--- src/hdl/ccie_pkg.sv ---
`timescale 1ns / 1ps
`default_nettype none
package ccie_pkg;

    localparam int WIDTH      = 32;
    localparam int MAX_PRIMES = 9;
    localparam int CNT_W      = $clog2(MAX_PRIMES + 1);
    localparam int IDX_W      = (MAX_PRIMES > 1) ? $clog2(MAX_PRIMES) : 1;
    localparam int SUB_W      = MAX_PRIMES + 1;
    localparam int STEP_W     = $clog2(WIDTH + 1);

    // Divider request and response
    typedef struct packed {
        logic             start;
        logic [WIDTH-1:0] dividend;
        logic [WIDTH-1:0] divisor;
    } div_req_t;

    typedef struct packed {
        logic             done;
        logic [WIDTH-1:0] quot;
        logic [WIDTH-1:0] rem;
    } div_rsp_t;

    typedef enum logic [3:0] {
        ST_IDLE,
        ST_TEST_REQ,
        ST_TEST_WAIT,
        ST_OUT_REQ,
        ST_OUT_WAIT,
        ST_LAST,
        ST_SUB_START,
        ST_MUL,
        ST_DIV_REQ,
        ST_DIV_WAIT,
        ST_FINISH
    } state_t;

endpackage
`default_nettype wire

--- src/hdl/ccie_div.sv ---
`timescale 1ns / 1ps
`default_nettype none
module ccie_div (
    input  wire logic              aclk,
    input  wire logic              aresetn,
    input  wire ccie_pkg::div_req_t req,
    output ccie_pkg::div_rsp_t     rsp
);
    import ccie_pkg::*;

    logic [WIDTH-1:0]  quot_reg, quot_next;
    logic [WIDTH-1:0]  rem_reg, rem_next;
    logic [WIDTH-1:0]  dvs_reg;
    logic [STEP_W-1:0] step_reg;
    logic              busy_reg, done_reg;
    logic [WIDTH:0]    trial;
    logic              fits;

    // One restoring step: shift in the next dividend bit, subtract if it fits
    always_comb begin
        trial     = {rem_reg, quot_reg[WIDTH-1]};
        fits      = trial >= {1'b0, dvs_reg};
        rem_next  = fits ? WIDTH'(trial - {1'b0, dvs_reg}) : trial[WIDTH-1:0];
        quot_next = {quot_reg[WIDTH-2:0], fits};
    end

    always_ff @(posedge aclk) begin
        if (!aresetn) begin
            busy_reg <= 1'b0;
            done_reg <= 1'b0;
        end else begin
            done_reg <= 1'b0;
            if (req.start) begin
                busy_reg <= 1'b1;
                quot_reg <= req.dividend;
                rem_reg  <= '0;
                dvs_reg  <= req.divisor;
                step_reg <= '0;
            end else if (busy_reg) begin
                quot_reg <= quot_next;
                rem_reg  <= rem_next;
                step_reg <= step_reg + 1'b1;
                if (step_reg == STEP_W'(WIDTH - 1)) begin
                    busy_reg <= 1'b0;
                    done_reg <= 1'b1;
                end
            end
        end
    end

    assign rsp.done = done_reg;
    assign rsp.quot = quot_reg;
    assign rsp.rem  = rem_reg;

endmodule
`default_nettype wire

--- src/hdl/coprime_count_inclusion_exclusion_unit.sv ---
// Sequence: trial division runs one divide per candidate divisor up to the square
// root of the modulus (plus one per factor divided out); then each of the 2^k - 1
// prime subsets takes a setup step, a multiply pass over the k primes and one divide.
// Throughput: one item at a time; a new item is taken once the result is posted.
// Reset: aresetn synchronous, active low; clears the sequencer and output valid.
`timescale 1ns / 1ps
`default_nettype none
module coprime_count_inclusion_exclusion_unit (
    input  wire logic                       aclk,
    input  wire logic                       aresetn,
    input  wire logic                       s_valid,
    output logic                            s_ready,
    input  wire logic [ccie_pkg::WIDTH-1:0] s_modulus,
    input  wire logic [ccie_pkg::WIDTH-1:0] s_limit,
    output logic                            m_valid,
    input  wire logic                       m_ready,
    output logic [ccie_pkg::WIDTH-1:0]      m_coprime_count
);
    import ccie_pkg::*;

    state_t            state_reg, state_next;
    logic [WIDTH-1:0]  n_reg, r_reg, d_reg, prod_reg, sum_reg, out_reg;
    logic [WIDTH-1:0]  prime_reg [MAX_PRIMES];
    logic [CNT_W-1:0]  cnt_reg, i_reg;
    logic [SUB_W-1:0]  subset_reg;
    logic              par_reg, m_valid_reg;
    logic [WIDTH-1:0]  mul_full;
    logic              out_free, subsets_done;
    div_req_t          dreq;
    div_rsp_t          drsp;

    ccie_div u_div (
        .aclk    (aclk),
        .aresetn (aresetn),
        .req     (dreq),
        .rsp     (drsp)
    );

    assign out_free     = !m_valid_reg || m_ready;
    assign subsets_done = subset_reg == (SUB_W'(1) << cnt_reg);
    assign mul_full     = prod_reg * prime_reg[i_reg[IDX_W-1:0]];

    // Next state
    always_comb begin
        state_next = state_reg;
        case (state_reg)
            ST_IDLE:      if (s_valid) state_next = ST_TEST_REQ;
            ST_TEST_REQ:  state_next = ST_TEST_WAIT;
            ST_TEST_WAIT: begin
                if (drsp.done) begin
                    if (d_reg > drsp.quot)      state_next = ST_LAST;
                    else if (drsp.rem == '0)    state_next = ST_OUT_REQ;
                    else                        state_next = ST_TEST_REQ;
                end
            end
            ST_OUT_REQ:   state_next = ST_OUT_WAIT;
            ST_OUT_WAIT: begin
                if (drsp.done) begin
                    state_next = (drsp.rem == '0) ? ST_OUT_REQ : ST_TEST_REQ;
                end
            end
            ST_LAST:      state_next = ST_SUB_START;
            ST_SUB_START: state_next = subsets_done ? ST_FINISH : ST_MUL;
            ST_MUL:       if (i_reg == cnt_reg) state_next = ST_DIV_REQ;
            ST_DIV_REQ:   state_next = ST_DIV_WAIT;
            ST_DIV_WAIT:  if (drsp.done) state_next = ST_SUB_START;
            ST_FINISH:    if (out_free) state_next = ST_IDLE;
            default:      state_next = ST_IDLE;
        endcase
    end

    // Outputs of the sequencer
    always_comb begin
        s_ready       = state_reg == ST_IDLE;
        dreq.start    = 1'b0;
        dreq.dividend = n_reg;
        dreq.divisor  = d_reg;
        case (state_reg)
            ST_TEST_REQ, ST_OUT_REQ: dreq.start = 1'b1;
            ST_DIV_REQ: begin
                dreq.start    = 1'b1;
                dreq.dividend = r_reg;
                dreq.divisor  = prod_reg;
            end
            default: ;
        endcase
    end

    always_ff @(posedge aclk) begin
        if (!aresetn) begin
            state_reg   <= ST_IDLE;
            m_valid_reg <= 1'b0;
        end else begin
            state_reg <= state_next;
            // Post the result, or drop valid once it is taken
            if (state_reg == ST_FINISH && out_free) m_valid_reg <= 1'b1;
            else if (m_valid_reg && m_ready)        m_valid_reg <= 1'b0;
        end
    end

    // Datapath registers
    always_ff @(posedge aclk) begin
        case (state_reg)
            ST_IDLE: begin
                n_reg   <= s_modulus;
                r_reg   <= s_limit;
                d_reg   <= WIDTH'(2);
                cnt_reg <= '0;
            end
            ST_TEST_WAIT: begin
                if (drsp.done && d_reg <= drsp.quot) begin
                    if (drsp.rem == '0) begin
                        if (cnt_reg < CNT_W'(MAX_PRIMES)) begin
                            prime_reg[cnt_reg[IDX_W-1:0]] <= d_reg;
                            cnt_reg <= cnt_reg + 1'b1;
                        end
                        n_reg <= drsp.quot;
                    end else begin
                        d_reg <= d_reg + 1'b1;
                    end
                end
            end
            ST_OUT_WAIT: begin
                if (drsp.done) begin
                    if (drsp.rem == '0) n_reg <= drsp.quot;
                    else                d_reg <= d_reg + 1'b1;
                end
            end
            ST_LAST: begin
                // Leftover above one is the last prime
                if (n_reg > WIDTH'(1) && cnt_reg < CNT_W'(MAX_PRIMES)) begin
                    prime_reg[cnt_reg[IDX_W-1:0]] <= n_reg;
                    cnt_reg <= cnt_reg + 1'b1;
                end
                subset_reg <= SUB_W'(1);
                sum_reg    <= '0;
            end
            ST_SUB_START: begin
                prod_reg <= WIDTH'(1);
                i_reg    <= '0;
                par_reg  <= 1'b0;
            end
            ST_MUL: begin
                if (i_reg != cnt_reg) begin
                    if (subset_reg[i_reg]) begin
                        prod_reg <= mul_full;
                        par_reg  <= !par_reg;
                    end
                    i_reg <= i_reg + 1'b1;
                end
            end
            ST_DIV_WAIT: begin
                if (drsp.done) begin
                    sum_reg    <= par_reg ? sum_reg + drsp.quot : sum_reg - drsp.quot;
                    subset_reg <= subset_reg + 1'b1;
                end
            end
            ST_FINISH: begin
                if (out_free) out_reg <= r_reg - sum_reg;
            end
            default: ;
        endcase
    end

    assign m_valid         = m_valid_reg;
    assign m_coprime_count = out_reg;

endmodule
`default_nettype wire

--- config.mk ---
export PLATFORM = sky130hd
export DESIGN_NAME = coprime_count_inclusion_exclusion_unit
export DESIGN_NICKNAME = d
export VERILOG_FILES = /design/src/hdl/ccie_pkg.sv /design/src/hdl/ccie_div.sv /design/src/hdl/coprime_count_inclusion_exclusion_unit.sv
export SDC_FILE = /design/constraint.sdc
export NUM_CORES = 2
export LEC_CHECK = 0
export ABC_AREA = 0
export BUFFER_PORTS_ARGS = -buffer_cell sky130_fd_sc_hd__buf_2
export CAP_MARGIN = 10
export CORE_MARGIN = 2
export CORE_UTILIZATION = 35
export CTS_CLUSTER_DIAMETER = 150
export DETAILED_ROUTE_END_ITERATION = 10
export SLEW_MARGIN = 30
export SYNTH_ARGS = -nofsm -noshare
export SYNTH_HDL_FRONTEND = slang
export SYNTH_SLANG_ARGS = --single-unit
--- constraint.sdc ---
create_clock -name aclk -period 13.7 [get_ports aclk]
set_clock_uncertainty 0.05 [all_clocks]
set_input_delay 0.685 -clock aclk [delete_from_list [all_inputs] [get_ports aclk]]
set_output_delay 0.685 -clock aclk [all_outputs]
set_load 0.05 [all_outputs]
==> run metrics <==
First-pass DRT Iterations=5; Net Count, Synth=between 4000 and 5000; number of synthesized flops with an enable pin=601; CTS Sinks=612; hold path startpoint=s_limit[2]; global-route wire length before repair=between 150 and 200 mm; Yosys reg bits=612; antenna violations before repair=5; CP max FO=36; non-filler instance count after layout=roughly 6000; Core ar.=132000 um2; largest net degree at the start of global routing=81; detailed placement HPWL=slightly below 90 mm; XOR/XNOR Fraction of Synth Area=approximately 4.5%; FP Rows=133; # fillers=about 13000; Worst slew margin=31.8%; Iter 0 DRT Violations=2452; total power=6.14 mW; die width=369 um; CP delay by family, top=adder cells; critical path's largest stage delay=about 0.84 ns; CTS tree=built; Area growth syn-to-layout=10.6%; Total GRT Usage=about a fifth; routed vias/inst=5.17; crit share post-route=71.4%; Placed Cells=5923; setup violators final=0; io pins=102; post-detailed-route wirelength per cell=20.7 um; Most common cell on crit path=fa_1; Slew Limit Fails=0; hold_buf cts=0; Synth cell types=83; post-route setup TNS=0 ns; port bufs=101; final hold violation count=0; Req. time, crit path=14.01 ns; maximum clock frequency=slightly above 100 MHz; Synth async-reset ratio=0%; Hold Path Class=in -> reg; RSZ-0062 raised after global routing=no; Final GP Congestion=0.877; Worst Tran Pin Value=1.02 ns; Routed Antenna Nets=0; most frequent cells in the layout=edfxtp_1 (601), inv_1 (572), nand2_1 (421); area share of fa/ha/maj cells after synthesis=24.6%; Final Hold Slack=0.169 ns; syn_area_per_cell=11.2 um2; die area=136000 um2; Worst path slowest cell=dfxtp_4; run status=complete, no violations; max-cap violations=0; Clock Path Buffers=3; H-tree depth=3; root buffer cell=clkbuf_16; DR vias=31300; Period minus WS final=9.78 ns; commonest non-fill, non-tap cell in the layout=edfxtp_1; CP bufs+invs=3; Initial Util=approximately 35%; Remaining DRCs=0; Pleak=21.3 nW; Synth Flop Type=edfxtp_1; layout cells sized above 1=10.6%; Synth Warn #=0; post-CTS sizing=0; setup bufs post-CTS=0; Mapped Area=46600 um2; vias in the first global route=between 30000 and 40000; clk_lat worst skew=0.64 ns; post-layout util=39.1%; Setup crit start kind=flip-flop; simple-gate share of the synthesized area=12.3%; Die Y=369 um; Peak VDD IR=roughly 0.00009 V; total CTS buffers=69; FF/Latch Area=18300 um2; Overflow after GRT=0; largest family of logic cells by synthesized area=adder cells; Clk pin slew, worst setup/hold paths=0.07 ns; Crit. End Element=flip-flop; Worst Path Arrival=10.09 ns; number of flip-flops in the largest register=roughly 290; crit path kind=reg -> reg; ant diodes=0; Syn Inst Count=around 4200; PwrDens=119 nW/um2; sequential-to-total area share from yosys stat=39.2%; nets@finish=4981; final WL=125 mm; Synth Area in Compound Gates=7.57%; Multi-input gate area=25700 um2; mux cell area share after synthesis=5.64%
-- layout make-up --
type / instances / area share (%)
Multi-Input combinational cell: 2820 / 49.8
Sequential cell: 612 / 35.4
Tap cell: 1755 / 4.26
Inverter: 573 / 4.17
Clock buffer: 86 / 3.59
Timing Repair Buffer: 165 / 2.07
Clock inverter: 39 / 0.711
-- synth_stat cells, types with 9 or more instances --
library cell	instances	area share [%]
nor2b_1	24	0.32
ha_1	261	7.0
a21oi_1	111	1.2
mux4_2	65	3.1
inv_1	572	4.6
a31oi_1	30	0.40
nor2_1	243	2.0
a22oi_1	33	0.53
mux2i_1	42	0.90
nand4_1	20	0.27
nor4_1	26	0.35
and3_1	27	0.36
fa_1	411	18
nor3b_1	9	0.14
and2_1	268	3.6
or3_1	12	0.16
o21bai_1	11	0.18
xor2_1	82	1.5
edfxtp_1	601	39
o21ai_0	152	1.6
dfxtp_1	11	0.47
o21a_1	37	0.60
buf_2	17	0.18
or2_2	9	0.12
nand2b_1	31	0.42
mux2_2	64	1.5
a21o_1	55	0.89
nand3_1	47	0.50
clkbuf_1	139	1.1
nor3_1	28	0.30
nand2_1	422	3.4
xnor2_1	152	2.9
o22ai_1	18	0.24
a211oi_1	21	0.34
-- stage by stage --
stage	setup slack, ns	cell area, um2
floorplan	5.57	46600
global placement	3.94	49200
detailed placement	3.84	49300
CTS	3.81	51500
global route	3.39	51600
finish	3.92	51600
-- cells by family (layout without fill, tap and decap cells) --
family                   after synthesis  after routing
multiplexers                         172            172
AO/OA/AOI/OAI                        554            554
flip-flops                           612            612
adder cells (fa/ha/maj)              672            672
AND/OR/NAND/NOR                     1186           1186
buffers and inverters                746            863
XOR/XNOR                             236            236
-- report_power, final --
group | internal [mW] | total (mW) | switching (mW) | leakage, nW
registers | 2.29 | 2.46 | 0.166 | 5.55
clock network | 1.05 | 1.86 | 0.815 | 1.06
logic | 0.744 | 1.82 | 1.07 | 14.7
-- per-layer routing --
layer / part of all wire, % / GRT usage (%)
met1: 44 / 25.8
met2: 47 / 30.5
met3: 6.3 / 2.71
met4: 2.9 / 5.40
met5: 0.045 / 0
-- final timing paths --
kind | end | slack [ns] | depth (start not counted)
worst min register to register | u_div.done_reg$_SDFF_PP0_ | 0.50 | 2
worst max register to register | prod_reg[30]$_SDFFCE_PN0P_ | 3.92 | 25
worst min-delay path | r_reg[2]$_DFFE_PP_ | 0.17 | 1
worst max-delay path | prod_reg[30]$_SDFFCE_PN0P_ | 3.92 | 25
-- worst register-to-register path, stage by stage, from the launching register on --
cell	delay, ns
dfxtp_4	0.84
buf_4	0.66
mux4_2	0.59
o221a_2	0.53
and2_1	0.30
fa_1	0.53
fa_1	0.45
fa_1	0.52
inv_1	0.05
fa_1	0.48
inv_1	0.05
fa_1	0.45
ha_1	0.30
fa_1	0.50
fa_1	0.42
ha_1	0.36
a21o_1	0.18
a21oi_1	0.24
nor3b_1	0.33
o211ai_1	0.25
a21oi_1	0.42
o31ai_1	0.22
or4_1	0.43
a21oi_1	0.17
xor2_1	0.15
nor2_1	0.05
Power figures use the tool's default switching activity.
